===== config.mk =====
export PLATFORM = sky130hd
export DESIGN_NAME = sesf_front
export DESIGN_NICKNAME = d
export VERILOG_FILES = /design/src/hdl/assert_macros.svh /design/src/hdl/sesf_pkg.sv /design/src/hdl/sesf_front.sv
export SDC_FILE = /design/constraint.sdc
export NUM_CORES = 1
export LEC_CHECK = 0
export BUFFER_PORTS_ARGS = -buffer_cell sky130_fd_sc_hd__buf_4
export CAP_MARGIN = 20
export CORE_ASPECT_RATIO = 1.5
export CORE_MARGIN = 2
export CORE_UTILIZATION = 35
export CTS_CLUSTER_DIAMETER = 150
export CTS_CLUSTER_SIZE = 12
export DETAILED_ROUTE_END_ITERATION = 10
export PLACE_DENSITY = 0.66
export SLEW_MARGIN = 20
export SYNTH_ARGS = -nofsm -noshare
export SYNTH_HDL_FRONTEND = slang
export SYNTH_SLANG_ARGS = --single-unit
export TNS_END_PERCENT = 1

===== constraint.sdc =====
create_clock -name clk -period 3.3 [get_ports clk]
set_clock_uncertainty 0.05 [all_clocks]
set_input_delay 0.165 -clock clk [delete_from_list [all_inputs] [get_ports clk]]
set_output_delay 0.165 -clock clk [all_outputs]
set_load 0.02 [all_outputs]

===== src/hdl/assert_macros.svh =====
// Assertion helpers for the files that check their own logic.
`ifndef ASSERT_MACROS_SVH
`define ASSERT_MACROS_SVH

// Same-cycle implication, disabled while in reset.
`define ASSERT_IMPLY(lbl, ck, rs, ante, cons) \
  lbl: assert property (@(posedge ck) disable iff (rs) (ante) |-> (cons)) \
    else $error("implication check failed");

// Next-cycle implication, disabled while in reset.
`define ASSERT_NEXT(lbl, ck, rs, ante, cons) \
  lbl: assert property (@(posedge ck) disable iff (rs) (ante) |=> (cons)) \
    else $error("next-cycle check failed");

`endif


===== src/hdl/sesf_pkg.sv =====
package sesf_pkg;

  localparam int SESF_FRAC_BITS = 14;
  localparam int COORD_W = 16;
  localparam int VAL_W = 16;
  localparam int NODE_W = 3;
  localparam int IN_DEPTH = 2;
  localparam int IN_PTR_W = $clog2(IN_DEPTH);
  localparam int IN_CNT_W = $clog2(IN_DEPTH + 1);
  localparam int OUT_DEPTH = 8;
  localparam int OUT_PTR_W = $clog2(OUT_DEPTH);
  localparam int OUT_CNT_W = $clog2(OUT_DEPTH + 1);
  localparam int SAT_W = 96;

  typedef enum logic [1:0] {
    KIND_TETRA = 2'd0,
    KIND_WEDGE = 2'd1,
    KIND_HEXA  = 2'd2,
    KIND_NONE  = 2'd3
  } elem_kind_t;

  // Bit k is set where hexahedron node k has a positive sign on that axis.
  localparam logic [7:0] HEX_POS_R = 8'b0110_0110;
  localparam logic [7:0] HEX_POS_S = 8'b1100_1100;
  localparam logic [7:0] HEX_POS_T = 8'b1111_0000;

  typedef struct packed {
    elem_kind_t         kind;
    logic [COORD_W-1:0] coord_r;
    logic [COORD_W-1:0] coord_s;
    logic [COORD_W-1:0] coord_t;
  } elem_item_t;

  typedef struct packed {
    elem_kind_t        kind;
    logic [NODE_W-1:0] node;
    logic              last;
  } node_ctl_t;

  typedef struct packed {
    logic [NODE_W-1:0] node_index;
    logic [VAL_W-1:0]  shape_value;
    logic [VAL_W-1:0]  deriv_r;
    logic [VAL_W-1:0]  deriv_s;
    logic [VAL_W-1:0]  deriv_t;
    logic              last_node;
  } node_result_t;

  localparam logic signed [SAT_W-1:0] SAT_HI = SAT_W'(32767);
  localparam logic signed [SAT_W-1:0] SAT_LO = SAT_W'(-32768);

  function automatic logic [NODE_W-1:0] last_node_of(input elem_kind_t kind);
    logic [NODE_W-1:0] idx;
    case (kind)
      KIND_TETRA: idx = NODE_W'(3);
      KIND_WEDGE: idx = NODE_W'(5);
      default:    idx = NODE_W'(7);
    endcase
    return idx;
  endfunction

  function automatic logic [VAL_W-1:0] sat16(input logic signed [SAT_W-1:0] v);
    logic [VAL_W-1:0] res;
    if (v > SAT_HI) begin
      res = SAT_HI[VAL_W-1:0];
    end else if (v < SAT_LO) begin
      res = SAT_LO[VAL_W-1:0];
    end else begin
      res = v[VAL_W-1:0];
    end
    return res;
  endfunction

endpackage


===== src/hdl/sesf_front.sv =====
module sesf_front import sesf_pkg::*; (
  input  logic               clk,
  input  logic               rst,
  input  logic               push,
  output logic               full,
  input  logic [1:0]         opcode,
  input  logic [COORD_W-1:0] coord_r,
  input  logic [COORD_W-1:0] coord_s,
  input  logic [COORD_W-1:0] coord_t,
  output logic               item_valid,
  output elem_item_t         item,
  input  logic               item_pop
);

  elem_item_t          slots [IN_DEPTH];
  logic [IN_PTR_W-1:0] wr_ptr;
  logic [IN_PTR_W-1:0] rd_ptr;
  logic [IN_CNT_W-1:0] count;
  logic [IN_CNT_W-1:0] count_next;
  logic                store;
  logic                take;

  assign full = (count == IN_CNT_W'(IN_DEPTH));
  // Elements of kind none are accepted and dropped here.
  assign store = push && !full && (elem_kind_t'(opcode) != KIND_NONE);
  assign item_valid = (count != '0);
  assign take = item_pop && item_valid;
  assign item = slots[rd_ptr];

  always_comb begin
    count_next = count + IN_CNT_W'(store) - IN_CNT_W'(take);
  end

  always_ff @(posedge clk) begin
    if (rst) begin
      wr_ptr <= '0;
      rd_ptr <= '0;
      count  <= '0;
    end else begin
      count <= count_next;
      if (store) begin
        wr_ptr <= (wr_ptr == IN_PTR_W'(IN_DEPTH - 1)) ? '0 : wr_ptr + 1'b1;
      end
      if (take) begin
        rd_ptr <= (rd_ptr == IN_PTR_W'(IN_DEPTH - 1)) ? '0 : rd_ptr + 1'b1;
      end
    end
  end

  always_ff @(posedge clk) begin
    if (store) begin
      slots[wr_ptr] <= '{kind: elem_kind_t'(opcode), coord_r: coord_r,
                         coord_s: coord_s, coord_t: coord_t};
    end
  end

endmodule


==> results.tsv <==
stage	metric	value	unit
timing	finalHoldViolCount	0	
yosys	synth-seq-area-share	79.8	%
setup_path	path_max_fanout	34	
global_routing	grt_pass1_wl	11800	um
pwr	max-vdd-ir-drop	0.000404	V
global_routing	antenna_found_initial	0	
finish	area_growth	45.1	%
yosys	synthArstFlopShare	0	%
global_routing	grt_usage	12.7	%
pwr	finalPower	4.01	mW
yosys	synth-main-ff-cell	edfxtp_1	
floorplanning	die_area	12000	um^2
global_routing	grt_max_degree	35	
hold_path	holdCritPathClass	input pin to register	
job	cap_violations	0	
clock_network	clockRootBuffer	clkbuf_16	
setup_path	endpoint_kind	output port	
floorplanning	start_util	35.6	%
yosys	syn-cell-area	3890	um^2
global_routing	grt_remaining_overflow	0	
timing	setup_tns	0	ps
clock_network	cts_tree	built	
clock_network	path_clk_slew	60	ps
floorplanning	rows	47	
placement	place.gp.congestion	0.638	
yosys	syn_inst	183	
route	drt_iter0_markers	90	
setup_path	critPathLaunchType	register	
yosys	synth_top_area_share	77.2	%
timing	timing.hold.ws	218	ps
timing	worst_slew_pin_slew	574	ps
clock_network	cts_made_buffers	9	
clock_network	cts_buffer_depth	2	
placement	place_area	4860	um^2
finish	nets	403	
floorplanning	io_pins	106	
setup_path	critPathRequiredTime	3080	ps
yosys	synth_area_leaders	edfxtp_1, mux2_2, dfxtp_1, buf_6, mux2_1	
yosys	synth_nets	239	
timing	slew_headroom	61.6	%
finish	fin_area	5640	um^2
floorplanning	die_y	133	um
finish	n_antenna_cell	0	
placement	numPortBuffers	105	
yosys	yosys-top-cells-count	edfxtp_1, mux2_2, nor2_1	
yosys	ys_ff_latch	105	
yosys	synth_top_area_cell	edfxtp_1	
route	drt_wl_total	7440	um
clock_network	cts_resized	0	
timing	final.period_utilization	66.7	%
floorplanning	die_width	90.1	um
timing	setup_viol	0	
route	ant_nets	0	
clock_network	cts-htree-levels	3	
clock_network	clk_latency	330	ps
pwr	power.leakage	2.12	nW
setup_path	crit_type	register to output port	
yosys	syn_avg_cell_area	21.2	um^2
outcome	status	finished, final reports clean	
route	viasPerCell	4.31	
route	drt_pass1_iterations	6	
route	via_count	2149	
yosys	synth_edf_count	100	
yosys	yosys_warnings	0	
finish	fin_util	51.6	%
global_routing	first_global_vias	2412	
floorplanning	core_area	10900	um^2
setup_path	cp.arrival	1980	ps
timing	rsz0062_at_grt	false	
route	route.detailed.drc	0	
placement	post-dp-hpwl	4680	um
yosys	yosys.cell_count.top_type	edfxtp_1	
clock_network	cts.sinks	105	
timing	period_needed	2200	ps
timing	fmax	0.455	GHz
route	drt-wirelength-per-cell	14.9	um
timing	drv_slew	0	
finish	drive_gt1_share	50.3	%
pwr	power_density	710	nW/um^2
yosys	yosysUniqueCellTypes	20	
[area by class of cell]
class                      count  area (um^2)
clock buffer                   9          225
inverter                       2         7.51
tap                          147          184
clock inverter                 7         45.0
sequential                   105         3100
fill                         929         5290
timing repair buffer         159         1350
multi-input combinational     70          732
[per-stage QoR]
step / std cells / setup slack, ps
5_1_grt: 499 / 971
3_3_place_gp: 432 / 1400
3_5_place_dp: 432 / 1400
6_report: 499 / 1100
2_1_floorplan: 183 / 40.8
4_1_cts: 499 / 1040
[power by group]
| group | internal, mW | switching, mW | leakage [nW] |
|---|---|---|---|
| clock network | 0.511 | 0.444 | 0.137 |
| registers | 1.66 | 0.0796 | 0.967 |
| logic | 0.644 | 0.668 | 1.01 |
| total | 2.82 | 1.19 | 2.12 |
[logic make-up after synthesis]
| logic type | after synthesis | synth area share [%] |
|---|---|---|
| and+or+nand+nor | 14 | 2.28 |
| muxes | 51 | 14.9 |
| xor gates and xnor gates | 2 | 0.451 |
| buffers and inverters | 8 | 1.77 |
| adders and majority gates | 2 | 0.643 |
| AOI/OAI and AO/OA | 1 | 0.193 |
| DFF | 105 | 79.8 |
[cell usage in the layout (no fill, tap or decap)]
cell	Yosys	final
nor2_1	7	5
clkbuf_16	0	9
edfxtp_1	100	100
ha_1	2	2
o21a_1	1	1
clkinv_1	0	1
dlygate4sd3_1	0	51
nor3_1	1	1
inv_6	0	2
buf_4	0	106
nor2_4	0	2
or2_2	1	1
mux2_2	46	46
nor2b_4	1	1
xnor2_1	1	1
mux2_4	1	1
clkinv_4	0	1
buf_12	0	2
clkinv_2	0	3
nand3b_4	1	1
inv_1	2	2
mux2_1	4	4
nor2b_1	1	1
dfxtp_2	0	1
nand2_1	1	1
dfxtp_1	5	4
xor2_1	1	1
and2_2	1	1
[worst paths after layout]
check | start | cells past startpoint | to | slack, ps
worst max-delay path | register | 3 | item[19] | 1100
worst min-delay path | push | 3 | wr_ptr | 220
worst max register to register | count[1] | 4 | slots[0][44] | 1470
worst min register to register | rd_ptr | 2 | rd_ptr | 470
[state kept, by name, summed over array words and instances (netlist names), named ones only]
name    flops
rd_ptr      1
wr_ptr      1
slots     100
count       2
[worst max-delay path: stages, from the launching register on]
cell	delay, ps
dfxtp_2	580
buf_4	470
mux2_2	410
buf_4	160
[per-layer routing]
| layer | vias up | GRT usage [%] | routed length, um |
|---|---|---|---|
| met5 | - | 0 | 0 |
| met4 | 0 | 4.87 | 119 |
| met3 | 9 | 3.39 | 352 |
| met2 | 66 | 23.6 | 4080 |
| met1 | 1037 | 13.8 | 2890 |
| li1 | 1037 | - | - |
[timing repair]
item                      CTS  global route
hold buffers               51             0
hold endpoints to repair  104             0
buffers inserted            0             0
Power figures use the tool's default switching activity.
