## src/hdl/assert_macros.svh

```systemverilog
// Assertion helpers for the files that check their own logic.
`ifndef ASSERT_MACROS_SVH
`define ASSERT_MACROS_SVH

// Same-cycle implication, disabled while in reset.
`define ASSERT_IMPLY(lbl, ck, rs, ante, cons) \
  lbl: assert property (@(posedge ck) disable iff (rs) (ante) |-> (cons)) \
    else $error("implication check failed");

// Next-cycle implication, disabled while in reset.
`define ASSERT_NEXT(lbl, ck, rs, ante, cons) \
  lbl: assert property (@(posedge ck) disable iff (rs) (ante) |=> (cons)) \
    else $error("next-cycle check failed");

`endif

```

## src/hdl/sesf_pkg.sv

```systemverilog
package sesf_pkg;

  localparam int SESF_FRAC_BITS = 14;
  localparam int COORD_W = 16;
  localparam int VAL_W = 16;
  localparam int NODE_W = 3;
  localparam int IN_DEPTH = 2;
  localparam int IN_PTR_W = $clog2(IN_DEPTH);
  localparam int IN_CNT_W = $clog2(IN_DEPTH + 1);
  localparam int OUT_DEPTH = 8;
  localparam int OUT_PTR_W = $clog2(OUT_DEPTH);
  localparam int OUT_CNT_W = $clog2(OUT_DEPTH + 1);
  localparam int SAT_W = 96;

  typedef enum logic [1:0] {
    KIND_TETRA = 2'd0,
    KIND_WEDGE = 2'd1,
    KIND_HEXA  = 2'd2,
    KIND_NONE  = 2'd3
  } elem_kind_t;

  // Bit k is set where hexahedron node k has a positive sign on that axis.
  localparam logic [7:0] HEX_POS_R = 8'b0110_0110;
  localparam logic [7:0] HEX_POS_S = 8'b1100_1100;
  localparam logic [7:0] HEX_POS_T = 8'b1111_0000;

  typedef struct packed {
    elem_kind_t         kind;
    logic [COORD_W-1:0] coord_r;
    logic [COORD_W-1:0] coord_s;
    logic [COORD_W-1:0] coord_t;
  } elem_item_t;

  typedef struct packed {
    elem_kind_t        kind;
    logic [NODE_W-1:0] node;
    logic              last;
  } node_ctl_t;

  typedef struct packed {
    logic [NODE_W-1:0] node_index;
    logic [VAL_W-1:0]  shape_value;
    logic [VAL_W-1:0]  deriv_r;
    logic [VAL_W-1:0]  deriv_s;
    logic [VAL_W-1:0]  deriv_t;
    logic              last_node;
  } node_result_t;

  localparam logic signed [SAT_W-1:0] SAT_HI = SAT_W'(32767);
  localparam logic signed [SAT_W-1:0] SAT_LO = SAT_W'(-32768);

  function automatic logic [NODE_W-1:0] last_node_of(input elem_kind_t kind);
    logic [NODE_W-1:0] idx;
    case (kind)
      KIND_TETRA: idx = NODE_W'(3);
      KIND_WEDGE: idx = NODE_W'(5);
      default:    idx = NODE_W'(7);
    endcase
    return idx;
  endfunction

  function automatic logic [VAL_W-1:0] sat16(input logic signed [SAT_W-1:0] v);
    logic [VAL_W-1:0] res;
    if (v > SAT_HI) begin
      res = SAT_HI[VAL_W-1:0];
    end else if (v < SAT_LO) begin
      res = SAT_LO[VAL_W-1:0];
    end else begin
      res = v[VAL_W-1:0];
    end
    return res;
  endfunction

endpackage

```

## src/hdl/sesf_back.sv

```systemverilog
module sesf_back import sesf_pkg::*; #(
  parameter int FRAC_BITS = SESF_FRAC_BITS
) (
  input  logic                 clk,
  input  logic                 rst,
  input  logic                 item_valid,
  input  elem_item_t           item,
  output logic                 item_pop,
  input  logic [OUT_CNT_W-1:0] out_count,
  output logic                 res_valid,
  output node_result_t         res
);

  localparam int FW = ((FRAC_BITS > 17) ? FRAC_BITS : 17) + 2;
  localparam int PW = 2 * FW;
  localparam int MW = PW - FRAC_BITS;
  localparam int MFW = MW + FW;
  localparam int CR_W = OUT_CNT_W + 2;

  localparam logic signed [FW-1:0] ONE = FW'(1) <<< FRAC_BITS;
  localparam logic signed [PW-1:0] ONE_P = PW'(ONE);
  localparam logic signed [PW-1:0] RND_F = PW'(1) <<< (FRAC_BITS - 1);
  localparam logic signed [PW-1:0] RND_F1 = PW'(1) <<< FRAC_BITS;
  localparam logic signed [PW-1:0] RND_F3 = PW'(1) <<< (FRAC_BITS + 2);
  localparam logic signed [MFW-1:0] RND_M3 = MFW'(1) <<< (FRAC_BITS + 2);

  // Issue sequencer.
  logic [NODE_W-1:0] node;
  logic [NODE_W-1:0] node_next;
  logic              issue;
  logic              is_last;
  logic [CR_W-1:0]   pending;

  // Stage 1: factors.
  logic signed [FW-1:0] r_x, s_x, t_x;
  logic signed [FW-1:0] a_c, b_c, c_c;
  logic                 w_upper;
  logic [1:0]           w_j;
  logic signed [FW-1:0] a1, b1, c1;
  node_ctl_t            ctl1;
  logic                 v1;

  // Stage 2: products.
  logic signed [PW-1:0] p_ab2, p_bc2, p_ac2;
  logic signed [FW-1:0] a2, b2, c2;
  node_ctl_t            ctl2;
  logic                 v2;

  // Stage 3: rounding, second hexa product, signs.
  logic signed [PW-1:0] m_full;
  logic signed [MW-1:0] m3;
  logic signed [PW-1:0] hr_ab, hr_bc, hr_ac, w_n;
  logic signed [FW-1:0] w_h, w_dt;
  logic                 s3_upper;
  logic [1:0]           s3_j;
  logic signed [PW-1:0] n_c, dr_c, ds_c, dt_c;
  logic signed [MFW-1:0] pm3;
  logic signed [PW-1:0] n3, dr3, ds3, dt3;
  node_ctl_t            ctl3;
  logic                 v3;

  // Stage 4: final rounding and saturation.
  logic signed [MFW-1:0] hex_n;

  assign pending = CR_W'(out_count) + CR_W'(v1) + CR_W'(v2) + CR_W'(v3);
  assign issue = item_valid && (pending < CR_W'(OUT_DEPTH));
  assign is_last = (node == last_node_of(item.kind));
  assign item_pop = issue && is_last;

  always_comb begin
    node_next = node;
    if (issue) begin
      node_next = is_last ? '0 : node + 1'b1;
    end
  end

  always_ff @(posedge clk) begin
    if (rst) begin
      node <= '0;
      v1   <= 1'b0;
      v2   <= 1'b0;
      v3   <= 1'b0;
    end else begin
      node <= node_next;
      v1   <= issue;
      v2   <= v1;
      v3   <= v2;
    end
  end

  assign r_x = FW'($signed(item.coord_r));
  assign s_x = FW'($signed(item.coord_s));
  assign t_x = FW'($signed(item.coord_t));
  assign w_upper = (node >= NODE_W'(3));
  assign w_j = w_upper ? 2'(node - NODE_W'(3)) : node[1:0];

  always_comb begin
    a_c = '0;
    b_c = '0;
    c_c = '0;
    case (item.kind)
      KIND_HEXA: begin
        a_c = HEX_POS_R[node] ? ONE + r_x : ONE - r_x;
        b_c = HEX_POS_S[node] ? ONE + s_x : ONE - s_x;
        c_c = HEX_POS_T[node] ? ONE + t_x : ONE - t_x;
      end
      KIND_WEDGE: begin
        case (w_j)
          2'd0:    a_c = ONE - r_x - s_x;
          2'd1:    a_c = r_x;
          default: a_c = s_x;
        endcase
        b_c = w_upper ? ONE + t_x : ONE - t_x;
      end
      default: begin
        case (node[1:0])
          2'd0:    a_c = ONE - r_x - s_x - t_x;
          2'd1:    a_c = r_x;
          2'd2:    a_c = s_x;
          default: a_c = t_x;
        endcase
      end
    endcase
  end

  always_ff @(posedge clk) begin
    a1   <= a_c;
    b1   <= b_c;
    c1   <= c_c;
    ctl1 <= '{kind: item.kind, node: node, last: is_last};
  end

  always_ff @(posedge clk) begin
    p_ab2 <= PW'(a1) * PW'(b1);
    p_bc2 <= PW'(b1) * PW'(c1);
    p_ac2 <= PW'(a1) * PW'(c1);
    a2    <= a1;
    b2    <= b1;
    c2    <= c1;
    ctl2  <= ctl1;
  end

  assign m_full = (p_ab2 + RND_F) >>> FRAC_BITS;
  assign m3 = m_full[MW-1:0];
  assign hr_ab = (p_ab2 + RND_F3) >>> (FRAC_BITS + 3);
  assign hr_bc = (p_bc2 + RND_F3) >>> (FRAC_BITS + 3);
  assign hr_ac = (p_ac2 + RND_F3) >>> (FRAC_BITS + 3);
  assign w_n = (p_ab2 + RND_F1) >>> (FRAC_BITS + 1);
  assign w_h = (b2 + FW'(1)) >>> 1;
  assign w_dt = (a2 + FW'(1)) >>> 1;
  assign s3_upper = (ctl2.node >= NODE_W'(3));
  assign s3_j = s3_upper ? 2'(ctl2.node - NODE_W'(3)) : ctl2.node[1:0];

  // Negative terms are the negation of the already rounded magnitude.
  always_comb begin
    n_c  = '0;
    dr_c = '0;
    ds_c = '0;
    dt_c = '0;
    case (ctl2.kind)
      KIND_HEXA: begin
        dr_c = HEX_POS_R[ctl2.node] ? hr_bc : -hr_bc;
        ds_c = HEX_POS_S[ctl2.node] ? hr_ac : -hr_ac;
        dt_c = HEX_POS_T[ctl2.node] ? hr_ab : -hr_ab;
      end
      KIND_WEDGE: begin
        n_c = w_n;
        case (s3_j)
          2'd0: begin
            dr_c = -PW'(w_h);
            ds_c = -PW'(w_h);
          end
          2'd1:    dr_c = PW'(w_h);
          default: ds_c = PW'(w_h);
        endcase
        dt_c = s3_upper ? PW'(w_dt) : -PW'(w_dt);
      end
      default: begin
        n_c = PW'(a2);
        case (ctl2.node[1:0])
          2'd0: begin
            dr_c = -ONE_P;
            ds_c = -ONE_P;
            dt_c = -ONE_P;
          end
          2'd1:    dr_c = ONE_P;
          2'd2:    ds_c = ONE_P;
          default: dt_c = ONE_P;
        endcase
      end
    endcase
  end

  always_ff @(posedge clk) begin
    pm3  <= MFW'(m3) * MFW'(c2);
    n3   <= n_c;
    dr3  <= dr_c;
    ds3  <= ds_c;
    dt3  <= dt_c;
    ctl3 <= ctl2;
  end

  assign hex_n = (pm3 + RND_M3) >>> (FRAC_BITS + 3);
  assign res_valid = v3;

  always_comb begin
    res.node_index  = ctl3.node;
    res.shape_value = (ctl3.kind == KIND_HEXA) ? sat16(SAT_W'(hex_n)) : sat16(SAT_W'(n3));
    res.deriv_r     = sat16(SAT_W'(dr3));
    res.deriv_s     = sat16(SAT_W'(ds3));
    res.deriv_t     = sat16(SAT_W'(dt3));
    res.last_node   = ctl3.last;
  end

endmodule

```

## config.mk

```make
export PLATFORM = sky130hd
export DESIGN_NAME = sesf_back
export DESIGN_NICKNAME = d
export VERILOG_FILES = /design/src/hdl/assert_macros.svh /design/src/hdl/sesf_pkg.sv /design/src/hdl/sesf_back.sv
export SDC_FILE = /design/constraint.sdc
export NUM_CORES = 2
export LEC_CHECK = 0
export ABC_AREA = 1
export BUFFER_PORTS_ARGS = -buffer_cell sky130_fd_sc_hd__buf_2
export CAP_MARGIN = 20
export CORE_ASPECT_RATIO = 1.5
export CORE_UTILIZATION = 25
export CTS_BUF_LIST = sky130_fd_sc_hd__clkbuf_4
export DETAILED_ROUTE_END_ITERATION = 12
export GPL_ROUTABILITY_DRIVEN = 0
export PLACE_DENSITY_LB_ADDON = 0.15
export SLEW_MARGIN = 0
export SYNTH_ARGS = -nofsm -noshare
export SYNTH_HDL_FRONTEND = slang
export SYNTH_SLANG_ARGS = --single-unit
```

## constraint.sdc

```tcl
create_clock -name clk -period 7.5 [get_ports clk]
set_clock_uncertainty 0.1 [all_clocks]
set_input_delay 1.125 -clock clk [delete_from_list [all_inputs] [get_ports clk]]
set_output_delay 1.125 -clock clk [all_outputs]
set_load 0.02 [all_outputs]
```

==> flow_summary.ini <==
[job]
drv_cap = 0

[global_route]
met2_usage = 0.4070
met1_usage = 0.1990
grt_pass1_wl_um = 473700
grt_antenna_before_repair = 19
grt_pass1_vias = 74300
grt_max_degree = 59
grt_util_all_layers = 0.2048
met3_usage = 0.01694
overflow = 0
grt.busiest_layer = met2

[route]
drc = 0
routed_via_density = 4.564
drtAntennaViolNets = 0
first_pass_iters = 8
num_vias = 66940
drtIter0Drc = 3504
wl_um = 318100
wl_per_cell_um = 21.69

[logic_synthesis]
ys_seq_area_frac = 0.09454
synth_top_flop_cell = dfxtp_1
yosysMostFrequentCell = nand2_1
ys_ff_latch = 367
synth.area.top_cells = fa_1, nand2_1, inv_1, dfxtp_1, ha_1
syn_nets = 12250
netlist.area_leader.share = 0.3910
syn_area_sq_um = 77720
ys_warn_count = 0
ys_async_sr_fraction = 0
ys_types = 67
syn_avg_cell_area_sq_um = 7.659
netlist_instances = 10150
synth_top_cell_by_area = fa_1
synth_edf_count = 0
synth_common_cells = nand2_1, inv_1, fa_1

[min_path]
min_from = ctl2[0]
hold_path_class = reg -> reg

[finish]
syn_to_final_growth_pct = 13.17
drive_above_1_share = 0.09972
instances_no_fill = 14670
fill_cells = 33810
nNetsFinal = 12640
design_area_sq_um = 87950

[die]
core-area_sq_um = 309000
die_area_sq_um = 313100
rows = 250
pin_count = 127
start_util = 0.2515
fp.dieH_um = 684.9
die_w_um = 457.2

[pwr]
ir_drop_mv = 0.4375
p_per_area_nw_per_um2 = 403.7
power_uw = 35500
p_leak_uw = 0.04764

[cts]
cts_max_level = 3
clkTransAtPathRegs_ns = 0.07
cts_sinks = 367
cts_tree = built
clk_latency_ns = 1.05
hold_buffers = 0
cts_buffers = 100
cts_root_buf = clkbuf_4
clockBufferDepth = 3

[setup_path]
cp_top_family = adder cells
crit_buf_inv = 8
cp_slowest_stage_delay_ns = 0.57
cp_slowest_cell = fa_1
critPathCaptureType = flip-flop
cp_max_fo = 5
arrival_ns = 8.05
path_class = reg -> reg
reg2reg_from = p_ab2[14]
cpMostUsedCell = fa_1
startpoint_type = flip-flop
critical_path_required_ns = 8.30
startpoint = p_ab2[14]

[timing]
rsz0062_at_grt = yes
max_freq_mhz = 138.0
period_minus_slack_ns = 7.249
final_max_slew_viol_count = 0
slew_headroom = 0.2883
tightest_slew_ns = 1.068
post-route-period-util = 0.9665
hold_viol = 0
setup_viol = 0

[placed_design]
dp_cells = 14470
place_area_sq_um = 86260
portBuffers = 126
post-dp-hpwl_um = 271200

[status]
status = finished clean
-- kinds of logic (layout without fill, tap and decap cells) --
| group | count (synthesis) | after routing | share of synthesized area |
|---|---|---|---|
| AOI/OAI and AO/OA | 968 | 968 | 0.07026 |
| xor gates and xnor gates | 220 | 220 | 0.02513 |
| adders and majority gates | 2042 | 2042 | 0.4754 |
| buffers and inverters | 2819 | 3292 | 0.1368 |
| DFF | 367 | 367 | 0.09454 |
| other | 0 | 15 | 0 |
| and+or+nand+nor | 3731 | 3731 | 0.1979 |
-- power breakdown --
part	internal, uW	leakage, uW	switching (uW)	total (uW)
combinational	11400	0.0438	18500	29900
clock	1010	0.000794	1050	2060
sequential	2680	0.00308	853	3540
-- placed cells by master (no fill, tap or decap), types with 31 or more instances in the layout --
master,instances
o21ai_0,338
nor2_1,609
ha_1,516
nor2_2,38
xor2_1,165
a21oi_1,373
fa_1,1514
nor3_1,85
nand2_1,2461
nand3_1,257
dfxtp_1,311
inv_1,2434
nand4_1,107
buf_4,495
clkinv_1,44
nor4_1,31
buf_2,127
xnor2_1,53
nand2_2,44
clkbuf_4,133
dfxtp_2,56
-- area by class of cell --
class | instances | area [sq um] | share of cell area
Timing Repair Buffer | 648 | 4842 | 0.05506
Sequential cell | 367 | 7417 | 0.08433
Clock inverter | 49 | 375.4 | 0.004268
Multi-Input combinational cell | 6961 | 59990 | 0.6821
Clock buffer | 132 | 991.0 | 0.01127
Antenna cell | 15 | 37.54 | 0.0004268
Inverter | 2463 | 9249 | 0.1052
Tap cell | 4032 | 5045 | 0.05736
-- flip-flops by register name, indices dropped and copies added (netlist names), 22 cells and up, named ones only --
register	flops
dr3	38
dt3	38
p_ac2	22
n3	23
pm3	27
p_ab2	25
ds3	38
p_bc2	22
-- path summary, 6_finish.rpt --
path	end	slack (ns)	cells past startpoint
setup reg to reg	pm3[34]	0.25	29
hold / removal	res[0]	0.23	0
hold reg to reg	res[0]	0.23	0
setup / recovery	pm3[34]	0.25	29
-- through the flow --
step / util / TNS (ns) / setup slack [ns] / hold slack [ns]
6_report: 0.2846 / 0 / 0.2510 / 0.2313
4_1_cts: 0.2836 / 0 / 0.009169 / 0.05230
3_3_place_gp: 0.2791 / -0.1686 / -0.08489 / 0.2193
3_5_place_dp: 0.2791 / -0.1341 / -0.09337 / 0.2191
5_1_grt: 0.2845 / -0.09836 / -0.04339 / 0.1070
2_1_floorplan: - / 0 / 0.3768 / 0.2096
-- per-layer routing --
layer  wire length, um  up-vias  share of wire
li1                  -    31040              -
met1            106800    33530           0.34
met2            177200     1663           0.56
met3              9745      703          0.031
met4             24300        8          0.076
met5                41        -        0.00013
-- worst reg2reg max path, delay by kind of cell, from the launching register on --
family | cells | cell delay (ns)
adder cells (fa/ha/maj) | 9 | 4.07
flip-flops | 1 | 0.37
AND/OR/NAND/NOR | 9 | 1.11
buffers and inverters | 8 | 1.06
AO/OA/AOI/OAI | 2 | 0.26
XOR/XNOR | 1 | 0.13
-- repair_timing --
action | 4_1_cts | 5_1_grt
buffers inserted | 0 | 1
resized for setup | 8 | 74
pin swaps | 0 | 10
endpoints found under the setup margin | 6 | 24
(Power assumes the default switching activity.)
