==> config.mk <==
export PLATFORM = sky130hd
export DESIGN_NAME = sesf_out_fifo
export DESIGN_NICKNAME = d
export VERILOG_FILES = /design/src/hdl/assert_macros.svh /design/src/hdl/sesf_pkg.sv /design/src/hdl/sesf_out_fifo.sv
export SDC_FILE = /design/constraint.sdc
export NUM_CORES = 1
export LEC_CHECK = 0
export ABC_AREA = 1
export ABC_CLOCK_PERIOD_IN_PS = 4900
export BUFFER_PORTS_ARGS = -buffer_cell sky130_fd_sc_hd__buf_2
export CAP_MARGIN = 10
export CORE_ASPECT_RATIO = 0.8
export CORE_UTILIZATION = 35
export DETAILED_ROUTE_END_ITERATION = 10
export PLACE_DENSITY = 0.59
export SYNTH_ARGS = -nofsm -noshare
export SYNTH_HDL_FRONTEND = slang
export SYNTH_SLANG_ARGS = --single-unit
export TNS_END_PERCENT = 30
==> constraint.sdc <==
create_clock -name clk -period 4.9 [get_ports clk]
set_input_delay 0.98 -clock clk [delete_from_list [all_inputs] [get_ports clk]]
set_output_delay 0.98 -clock clk [all_outputs]
set_load 0.005 [all_outputs]
==> src/hdl/assert_macros.svh <==
// Assertion helpers for the files that check their own logic.
`ifndef ASSERT_MACROS_SVH
`define ASSERT_MACROS_SVH

// Same-cycle implication, disabled while in reset.
`define ASSERT_IMPLY(lbl, ck, rs, ante, cons) \
  lbl: assert property (@(posedge ck) disable iff (rs) (ante) |-> (cons)) \
    else $error("implication check failed");

// Next-cycle implication, disabled while in reset.
`define ASSERT_NEXT(lbl, ck, rs, ante, cons) \
  lbl: assert property (@(posedge ck) disable iff (rs) (ante) |=> (cons)) \
    else $error("next-cycle check failed");

`endif

==> src/hdl/sesf_pkg.sv <==
package sesf_pkg;

  localparam int SESF_FRAC_BITS = 14;
  localparam int COORD_W = 16;
  localparam int VAL_W = 16;
  localparam int NODE_W = 3;
  localparam int IN_DEPTH = 2;
  localparam int IN_PTR_W = $clog2(IN_DEPTH);
  localparam int IN_CNT_W = $clog2(IN_DEPTH + 1);
  localparam int OUT_DEPTH = 8;
  localparam int OUT_PTR_W = $clog2(OUT_DEPTH);
  localparam int OUT_CNT_W = $clog2(OUT_DEPTH + 1);
  localparam int SAT_W = 96;

  typedef enum logic [1:0] {
    KIND_TETRA = 2'd0,
    KIND_WEDGE = 2'd1,
    KIND_HEXA  = 2'd2,
    KIND_NONE  = 2'd3
  } elem_kind_t;

  // Bit k is set where hexahedron node k has a positive sign on that axis.
  localparam logic [7:0] HEX_POS_R = 8'b0110_0110;
  localparam logic [7:0] HEX_POS_S = 8'b1100_1100;
  localparam logic [7:0] HEX_POS_T = 8'b1111_0000;

  typedef struct packed {
    elem_kind_t         kind;
    logic [COORD_W-1:0] coord_r;
    logic [COORD_W-1:0] coord_s;
    logic [COORD_W-1:0] coord_t;
  } elem_item_t;

  typedef struct packed {
    elem_kind_t        kind;
    logic [NODE_W-1:0] node;
    logic              last;
  } node_ctl_t;

  typedef struct packed {
    logic [NODE_W-1:0] node_index;
    logic [VAL_W-1:0]  shape_value;
    logic [VAL_W-1:0]  deriv_r;
    logic [VAL_W-1:0]  deriv_s;
    logic [VAL_W-1:0]  deriv_t;
    logic              last_node;
  } node_result_t;

  localparam logic signed [SAT_W-1:0] SAT_HI = SAT_W'(32767);
  localparam logic signed [SAT_W-1:0] SAT_LO = SAT_W'(-32768);

  function automatic logic [NODE_W-1:0] last_node_of(input elem_kind_t kind);
    logic [NODE_W-1:0] idx;
    case (kind)
      KIND_TETRA: idx = NODE_W'(3);
      KIND_WEDGE: idx = NODE_W'(5);
      default:    idx = NODE_W'(7);
    endcase
    return idx;
  endfunction

  function automatic logic [VAL_W-1:0] sat16(input logic signed [SAT_W-1:0] v);
    logic [VAL_W-1:0] res;
    if (v > SAT_HI) begin
      res = SAT_HI[VAL_W-1:0];
    end else if (v < SAT_LO) begin
      res = SAT_LO[VAL_W-1:0];
    end else begin
      res = v[VAL_W-1:0];
    end
    return res;
  endfunction

endpackage

==> src/hdl/sesf_out_fifo.sv <==
module sesf_out_fifo import sesf_pkg::*; (
  input  logic                 clk,
  input  logic                 rst,
  input  logic                 wr,
  input  node_result_t         wdata,
  input  logic                 pop,
  output logic                 empty,
  output node_result_t         rdata,
  output logic [OUT_CNT_W-1:0] count
);

  node_result_t         slots [OUT_DEPTH];
  logic [OUT_PTR_W-1:0] wr_ptr;
  logic [OUT_PTR_W-1:0] rd_ptr;
  logic [OUT_CNT_W-1:0] count_next;
  logic                 take;

  assign empty = (count == '0);
  assign take = pop && !empty;
  assign rdata = slots[rd_ptr];

  always_comb begin
    count_next = count + OUT_CNT_W'(wr) - OUT_CNT_W'(take);
  end

  always_ff @(posedge clk) begin
    if (rst) begin
      wr_ptr <= '0;
      rd_ptr <= '0;
      count  <= '0;
    end else begin
      count <= count_next;
      if (wr) begin
        wr_ptr <= (wr_ptr == OUT_PTR_W'(OUT_DEPTH - 1)) ? '0 : wr_ptr + 1'b1;
      end
      if (take) begin
        rd_ptr <= (rd_ptr == OUT_PTR_W'(OUT_DEPTH - 1)) ? '0 : rd_ptr + 1'b1;
      end
    end
  end

  always_ff @(posedge clk) begin
    if (wr) begin
      slots[wr_ptr] <= wdata;
    end
  end

endmodule
==> flow_results.xml, run 1 <==
<?xml version="1.0" encoding="UTF-8"?>
<metrics>
  <group name="grt">
    <metric name="gr-usage-all-layers" unit="">0.165</metric>
    <metric name="global_route.usage.met3" unit="">0.0340</metric>
    <metric name="number_of_global_route_vias_before_repair" unit="">15200</metric>
    <metric name="grt_first_pass_wirelength" unit="µm">88500</metric>
    <metric name="grt_max_degree" unit="">207</metric>
    <metric name="busiest_layer" unit="">met2</metric>
    <metric name="grt_use_met1" unit="">0.222</metric>
    <metric name="grt-ovfl-total" unit="">0</metric>
    <metric name="grt.met2_usage" unit="">0.271</metric>
    <metric name="number_of_antenna_violations_at_the_first_check_in_global_routing" unit="">11</metric>
  </group>
  <group name="drt">
    <metric name="initial_drc_count" unit="">994</metric>
    <metric name="via_per_inst" unit="">4.45</metric>
    <metric name="routed_wire_length_per_instance" unit="µm">16.4</metric>
    <metric name="drc" unit="">0</metric>
    <metric name="drt_pre_antenna_iters" unit="">5</metric>
    <metric name="postRouteAntennaNets" unit="">0</metric>
    <metric name="via_count" unit="">15700</metric>
    <metric name="drt_wirelength" unit="µm">57600</metric>
  </group>
  <group name="sta">
    <metric name="finClkSkew" unit="ps">14.3</metric>
    <metric name="worst_pin_slew" unit="ps">965</metric>
    <metric name="final_max_slew_viol_count" unit="">0</metric>
    <metric name="timing.final.crit_share" unit="">0.833</metric>
    <metric name="period_minus_slack" unit="ps">4080</metric>
    <metric name="final.hold.worst_slack" unit="ps">530</metric>
    <metric name="rsz0062_at_grt" unit="">no</metric>
    <metric name="final_report_hold_violation_count" unit="">0</metric>
    <metric name="setup_violations_final" unit="">0</metric>
    <metric name="maxSlewHeadroom" unit="">0.357</metric>
    <metric name="maximum_clock_frequency" unit="MHz">245</metric>
    <metric name="setup_total_negative_slack" unit="ps">0</metric>
  </group>
  <group name="synth">
    <metric name="post_synth_most_frequent_cells" unit="">893 x nand2_1, 560 x inv_1, 544 x edfxtp_1</metric>
    <metric name="synth_warn" unit="">0</metric>
    <metric name="synth_seq_area_share" unit="">0.685</metric>
    <metric name="synth_most_common_cell" unit="">nand2_1</metric>
    <metric name="synth.avg_cell_area" unit="µm²">9.95</metric>
    <metric name="synth_async_sr_flop_share" unit="">0</metric>
    <metric name="synth.lib_cells_used.distinct" unit="">19</metric>
    <metric name="synthCells" unit="">2436</metric>
    <metric name="netlist_area" unit="µm²">24200</metric>
    <metric name="synth_largest_type_area_fraction" unit="">0.674</metric>
    <metric name="synth_edf_count" unit="">544</metric>
    <metric name="synth-main-ff-cell" unit="">edfxtp_1</metric>
    <metric name="flip_flop_and_latch_count_after_synthesis" unit="">557</metric>
    <metric name="post_synth_main_area_contributors" unit="">edfxtp_1 67%, nand2_1 14%, inv_1 8.7%</metric>
    <metric name="cell_type_with_the_largest_total_area_after_synthesis" unit="">edfxtp_1</metric>
    <metric name="postSynthNetCount" unit="">2518</metric>
  </group>
  <group name="setup_path">
    <metric name="ff2ff_setup_slack" unit="ps">2590</metric>
    <metric name="cp.required" unit="ps">3920</metric>
    <metric name="worstSetupEndpointType" unit="">primary output</metric>
    <metric name="worst-endpoint-arrival" unit="ps">3100</metric>
    <metric name="crit-reg2reg-launch" unit="">wr_ptr[0]$_SDFFE_PP0P_</metric>
    <metric name="worstPathMaxFanout" unit="">206</metric>
    <metric name="timing.reg2reg.worst_path_depth" unit="">3</metric>
    <metric name="category_of_the_worst_setup_path_launch_point" unit="">register</metric>
    <metric name="type_of_the_setup_path_with_the_least_slack" unit="">reg2out</metric>
    <metric name="r2r_end" unit="">slots[1][28]$_DFFE_PP_</metric>
    <metric name="critical_path.endpoint" unit="">rdata[54]</metric>
  </group>
  <group name="floorplanning">
    <metric name="floorplan.die_area" unit="µm²">70300</metric>
    <metric name="start_util" unit="">0.357</metric>
    <metric name="die_height" unit="µm">237</metric>
    <metric name="die-width" unit="µm">296</metric>
    <metric name="boundaryPins" unit="">145</metric>
    <metric name="core.rowCount" unit="">85</metric>
    <metric name="design.core.area" unit="µm²">67900</metric>
  </group>
  <group name="final_layout">
    <metric name="layout.filler_cells" unit="">6581</metric>
    <metric name="drive_gt1_frac" unit="">0.0996</metric>
    <metric name="layoutNonFillerInstCount" unit="">3519</metric>
    <metric name="synthToLayoutAreaGrowth" unit="%">14.7</metric>
    <metric name="nets" unit="">2641</metric>
  </group>
  <group name="placement">
    <metric name="dp_cells" unit="">3413</metric>
    <metric name="gp_routability_congestion" unit="">0.731</metric>
    <metric name="place.port_buffers" unit="">144</metric>
    <metric name="dp_hpwl" unit="µm">29900</metric>
  </group>
  <group name="clock_network">
    <metric name="h-tree-depth" unit="">2</metric>
    <metric name="tritoncts" unit="">built</metric>
    <metric name="clock_sinks" unit="">557</metric>
    <metric name="numCtsBuffers" unit="">57</metric>
    <metric name="clock_latency" unit="ps">610</metric>
    <metric name="cts_setup_buffers" unit="">0</metric>
    <metric name="clockRootBuffer" unit="">clkbuf_16</metric>
    <metric name="clockBufferDepth" unit="">3</metric>
    <metric name="cts-hold-fix-buffers" unit="">0</metric>
    <metric name="clk_pin_slew" unit="ps">60</metric>
    <metric name="cts_repair_resize_count" unit="">0</metric>
  </group>
  <group name="run_status">
    <metric name="outcome" unit="">complete, no violations</metric>
  </group>
  <group name="power_and_ir_drop">
    <metric name="power.static_leakage" unit="nW">12.7</metric>
    <metric name="ir_drop" unit="mV">0.291</metric>
    <metric name="power.density_cell_area" unit="nW/µm²">464</metric>
  </group>
  <group name="min_path">
    <metric name="worstHoldPathType" unit="">reg2reg</metric>
  </group>
  <group name="run">
    <metric name="drv.max_cap_violation_count" unit="">0</metric>
  </group>
</metrics>
[metal layers]
metal  vias up  share of wire
li1       7812              -
met5         -         0.0018
met2       343           0.47
met3        98          0.062
met1      7382           0.45
met4        18          0.019
[through the flow]
stage               power [mW]  cell area [µm²]   util  worst slack, ps
global route              13.6            27800  0.410              555
global placement          8.72            26000  0.383             1460
finish                    12.9            27800  0.410              820
CTS                       13.1            27800  0.410              805
detailed placement        8.76            26000  0.383             1480
floorplan                 7.55            24200      -              198
[worst min-delay path by stage]
| stage | startpoint | to | slack (ps) | depth (start not counted) |
|---|---|---|---|---|
| final | rd_ptr[1]$_SDFFE_PP0N_ | register | 530 | 2 |
| after global placement | rd_ptr[1]$_SDFFE_PP0N_ | register | 500 | 2 |
| after floorplan | rd_ptr[1]$_SDFFE_PP0N_ | register | 480 | 2 |
| after detailed placement | rd_ptr[1]$_SDFFE_PP0N_ | register | 520 | 2 |
| after CTS | rd_ptr[1]$_SDFFE_PP0N_ | register | 530 | 2 |
| after global routing | wr_ptr[1]$_SDFFE_PP0P_ | wr_ptr[1]$_SDFFE_PP0P_ | 570 | 2 |
[flip-flops by register name (all words and copies together) (netlist names), named ones only]
signal,flops
slots,544
count,4
rd_ptr,3
wr_ptr,3
[power by group]
| part | switching [mW] | leakage, nW | internal [mW] | total (mW) |
|---|---|---|---|---|
| Combinational | 2.08 | 6.74 | 0.999 | 3.08 |
| Sequential | 0.138 | 5.05 | 5.39 | 5.53 |
| Clock | 1.79 | 0.888 | 2.50 | 4.30 |
| Total | 4.01 | 12.7 | 8.89 | 12.9 |
[worst max-delay path: stages (launching register included)]
cell and delay (ps):
dfxtp_4 860, buf_12 790, nand2_1 140, nand3_1 120
nand2_1 70, nand2_1 60, nand2_1 150, buf_2 170
[layout by cell type (no fill, tap or decap), types with 9 or more instances in the layout]
master	n
nand3_1	278
buf_2	144
buf_12	9
edfxtp_1	544
nor2_1	9
buf_4	15
dfxtp_1	10
clkbuf_16	57
inv_1	560
clkinv_1	12
ha_1	9
clkbuf_1	14
nand2_1	893
[kinds of logic (layout without fill, tap and decap cells)]
| family | count (synthesis) | in the layout | share of synthesized area |
|---|---|---|---|
| fa+ha+maj | 10 | 10 | 0.00547 |
| other cells | 0 | 5 | 0 |
| flops | 557 | 557 | 0.685 |
| compound gates | 10 | 10 | 0.00206 |
| xor+xnor | 1 | 1 | 0.000361 |
| buf+inv | 667 | 832 | 0.108 |
| simple gates | 1191 | 1191 | 0.199 |
[cell type report]
cell class / count / area [µm²] / share of cell area
diodes: 5 / 12.5 / 0.000450
clock buffers: 71 / 1480 / 0.0532
clock inverters: 30 / 347 / 0.0125
inverters: 563 / 2120 / 0.0764
multi-input cells: 1212 / 5080 / 0.183
flip-flops and latches: 557 / 16600 / 0.597
well taps: 913 / 1140 / 0.0411
repair buffers: 168 / 1010 / 0.0365
(Power assumes the default switching activity.)
==> inputs of run 2 (changes only) <==
--- a/config.mk
+++ b/config.mk
@@ -5,8 +5,8 @@
 export SDC_FILE = /design/constraint.sdc
 export NUM_CORES = 1
 export LEC_CHECK = 0
-export ABC_AREA = 1
-export ABC_CLOCK_PERIOD_IN_PS = 4900
+export ABC_AREA = 0
+export ABC_CLOCK_PERIOD_IN_PS = 3600
 export BUFFER_PORTS_ARGS = -buffer_cell sky130_fd_sc_hd__buf_2
 export CAP_MARGIN = 10
 export CORE_ASPECT_RATIO = 0.8
==> constraint.sdc (replaced) <==
create_clock -name clk -period 3.6 [get_ports clk]
set_input_delay 0.72 -clock clk [delete_from_list [all_inputs] [get_ports clk]]
set_output_delay 0.72 -clock clk [all_outputs]
set_load 0.005 [all_outputs]
==> run 2 against run 1 <==
Compared with the run above: synthesized area down 13%; worst setup slack got worse by 510 ps; clock skew is 5.1 ps higher; die area shrank 13%; largest power group unchanged; highest routed layer unchanged; sequential power rose by 34%; critical path depth decreased by 3; non-clock buffer count grew 2.
==> flow_results.xml, run 2 <==
<?xml version="1.0" encoding="UTF-8"?>
<metrics>
  <group name="run_status">
    <metric name="outcome" unit="">complete, no violations</metric>
  </group>
  <group name="floorplanning">
    <metric name="die_height" unit="µm">222</metric>
    <metric name="die-width" unit="µm">277</metric>
    <metric name="boundaryPins" unit="">145</metric>
    <metric name="design.core.area" unit="µm²">59700</metric>
    <metric name="core.rowCount" unit="">80</metric>
    <metric name="start_util" unit="">0.355</metric>
    <metric name="floorplan.die_area" unit="µm²">61500</metric>
  </group>
  <group name="final_layout">
    <metric name="layout.cells.most_common" unit="">edfxtp_1</metric>
    <metric name="nets" unit="">1129</metric>
    <metric name="n_antenna_cell" unit="">0</metric>
    <metric name="finalInstanceArea" unit="µm²">24700</metric>
    <metric name="layout.filler_cells" unit="">5221</metric>
    <metric name="layout.cells.most_common_list" unit="">544 x edfxtp_1, 144 x buf_2, 136 x mux4_2</metric>
    <metric name="drive_gt1_frac" unit="">0.423</metric>
    <metric name="largest_register" unit="">slots</metric>
    <metric name="synthToLayoutAreaGrowth" unit="%">16.8</metric>
    <metric name="reg_top3" unit="">slots (544), count (4)</metric>
    <metric name="largest_register_ffs" unit="">544</metric>
  </group>
  <group name="grt">
    <metric name="gr-usage-all-layers" unit="">0.139</metric>
    <metric name="number_of_antenna_violations_at_the_first_check_in_global_routing" unit="">4</metric>
    <metric name="grt-ovfl-total" unit="">0</metric>
    <metric name="grt_first_pass_wirelength" unit="µm">63400</metric>
    <metric name="grt_max_degree" unit="">71</metric>
    <metric name="number_of_global_route_vias_before_repair" unit="">9908</metric>
  </group>
  <group name="sta">
    <metric name="worst_pin_slew" unit="ps">742</metric>
    <metric name="final_report_hold_violation_count" unit="">0</metric>
    <metric name="rsz0062_at_grt" unit="">no</metric>
    <metric name="period_minus_slack" unit="ps">3290</metric>
    <metric name="maxSlewHeadroom" unit="">0.506</metric>
    <metric name="final_max_slew_viol_count" unit="">0</metric>
    <metric name="setup_total_negative_slack" unit="ps">0</metric>
    <metric name="setup_violations_final" unit="">0</metric>
    <metric name="timing.final.crit_share" unit="">0.914</metric>
    <metric name="maximum_clock_frequency" unit="MHz">304</metric>
    <metric name="finClkSkew" unit="ps">19.4</metric>
    <metric name="final.hold.worst_slack" unit="ps">398</metric>
  </group>
  <group name="setup_path">
    <metric name="type_of_the_setup_path_with_the_least_slack" unit="">reg2out</metric>
    <metric name="worstPathMaxFanout" unit="">38</metric>
    <metric name="worst-endpoint-arrival" unit="ps">2570</metric>
    <metric name="cp.required" unit="ps">2880</metric>
    <metric name="critical-path-slowest-cell" unit="">dfxtp_4</metric>
    <metric name="category_of_the_worst_setup_path_launch_point" unit="">register</metric>
    <metric name="cp_cell_sequence" unit="">buf_12 &gt; mux4_2 &gt; mux2_4 &gt; buf_2</metric>
    <metric name="worstSetupEndpointType" unit="">primary output</metric>
    <metric name="crit_buf_inv" unit="">2</metric>
    <metric name="path_delay_family" unit="">multiplexers</metric>
    <metric name="cp_slowest_stage_delay" unit="ps">600</metric>
  </group>
  <group name="placement">
    <metric name="detailed_place.area" unit="µm²">23000</metric>
    <metric name="gp_routability_congestion" unit="">0.678</metric>
    <metric name="dp_hpwl" unit="µm">23000</metric>
    <metric name="place.port_buffers" unit="">144</metric>
  </group>
  <group name="synth">
    <metric name="synth_async_sr_flop_share" unit="">0</metric>
    <metric name="post_synth_main_area_contributors" unit="">edfxtp_1 77%, mux4_2 14%, mux2_4 2.8%</metric>
    <metric name="synth_seq_area_share" unit="">0.784</metric>
    <metric name="postSynthNetCount" unit="">941</metric>
    <metric name="synth.avg_cell_area" unit="µm²">24.6</metric>
    <metric name="synth-main-ff-cell" unit="">edfxtp_1</metric>
    <metric name="synth.lib_cells_used.distinct" unit="">25</metric>
    <metric name="cell_type_with_the_largest_total_area_after_synthesis" unit="">edfxtp_1</metric>
    <metric name="synth_most_common_cell" unit="">edfxtp_1</metric>
    <metric name="synth_largest_type_area_fraction" unit="">0.772</metric>
    <metric name="post_synth_most_frequent_cells" unit="">544 x edfxtp_1, 136 x mux4_2, 40 x mux2_4</metric>
    <metric name="synth_warn" unit="">0</metric>
    <metric name="synthCells" unit="">859</metric>
    <metric name="netlist_area" unit="µm²">21200</metric>
    <metric name="synth_edf_count" unit="">544</metric>
    <metric name="flip_flop_and_latch_count_after_synthesis" unit="">557</metric>
  </group>
  <group name="drt">
    <metric name="drc" unit="">0</metric>
    <metric name="drt_wirelength" unit="µm">42000</metric>
    <metric name="via_count" unit="">9237</metric>
    <metric name="postRouteAntennaNets" unit="">0</metric>
    <metric name="via_per_inst" unit="">4.95</metric>
    <metric name="initial_drc_count" unit="">629</metric>
    <metric name="drt_pre_antenna_iters" unit="">5</metric>
    <metric name="routed_wire_length_per_instance" unit="µm">22.5</metric>
  </group>
  <group name="clock_network">
    <metric name="clock_sinks" unit="">557</metric>
    <metric name="numCtsBuffers" unit="">55</metric>
    <metric name="clock_latency" unit="ps">580</metric>
    <metric name="tritoncts" unit="">built</metric>
    <metric name="cts-hold-fix-buffers" unit="">0</metric>
    <metric name="cts_repair_resize_count" unit="">0</metric>
    <metric name="clk_pin_slew" unit="ps">70</metric>
    <metric name="clockBufferDepth" unit="">3</metric>
    <metric name="h-tree-depth" unit="">2</metric>
    <metric name="cts_setup_buffers" unit="">0</metric>
    <metric name="clockRootBuffer" unit="">clkbuf_16</metric>
  </group>
  <group name="power_and_ir_drop">
    <metric name="ir_drop" unit="mV">0.410</metric>
    <metric name="power.static_leakage" unit="nW">7.88</metric>
    <metric name="power.density_cell_area" unit="nW/µm²">593</metric>
  </group>
  <group name="run">
    <metric name="drv.max_cap_violation_count" unit="">0</metric>
  </group>
  <group name="min_path">
    <metric name="worstHoldPathType" unit="">in2reg</metric>
  </group>
</metrics>
-- run 2: cells by family (layout without fill, tap and decap cells) --
group,after synthesis,after routing,synth area share
muxes,206,206,0.189
xor gates and xnor gates,1,1,0.000414
adders and majority gates,10,10,0.00626
DFF,557,557,0.784
AOI/OAI and AO/OA,10,10,0.00254
and+or+nand+nor,28,28,0.00662
buffers and inverters,47,276,0.0115
-- run 2: power by group --
group	internal (mW)	leakage (nW)	switching, mW	total [mW]
clock network	3.09	0.821	2.31	5.39
logic	1.04	2.00	0.845	1.88
registers	7.29	5.05	0.109	7.39
-- run 2: metrics by stage --
stage               power [mW]  setup WS, ps   util  std cells
CTS                       14.9           214  0.415       1867
detailed placement        9.48           862  0.386       1769
global route              15.3           136  0.415       1867
finish                    14.7           311  0.415       1867
floorplan                 8.77          -581      -        859
global placement          9.47           862  0.386       1769
-- run 2: metal layers --
metal | routed length [µm] | global-route usage | up-vias
li1 | - | - | 4037
met2 | 20300 | 0.224 | 182
met5 | 66 | 0 | -
met1 | 19200 | 0.194 | 4952
met3 | 1780 | 0.0279 | 58
met4 | 670 | 0.0330 | 8
-- run 2: cell type report --
class	count	area, µm²	share of cell area
clock buffer	67	1460	0.0592
timing repair buffer	170	1030	0.0416
inverter	8	30.0	0.00121
sequential	557	16600	0.671
tap	779	975	0.0394
multi-input combinational	255	4400	0.178
clock inverter	31	226	0.00916
-- run 2: final timing paths --
kind / from / cells after the start / slack, ps / end
max: register / 4 / 310 / rdata[41]
min: wdata[3] / 1 / 400 / slots[2][3]$_DFFE_PP_
max reg2reg: count[2]$_SDFF_PP0_ / 11 / 1140 / count[2]$_SDFF_PP0_
min reg2reg: rd_ptr[2]$_SDFFE_PP0N_ / 2 / 510 / register
-- run 2: worst reg2reg max path, stage by stage (launching register included) --
cell	delay (ps)
dfxtp_1	310
inv_1	80
ha_1	140
or3b_2	470
inv_1	150
nor2_1	60
ha_1	260
inv_1	40
ha_1	210
fa_1	410
xnor2_1	170
nor2_1	50
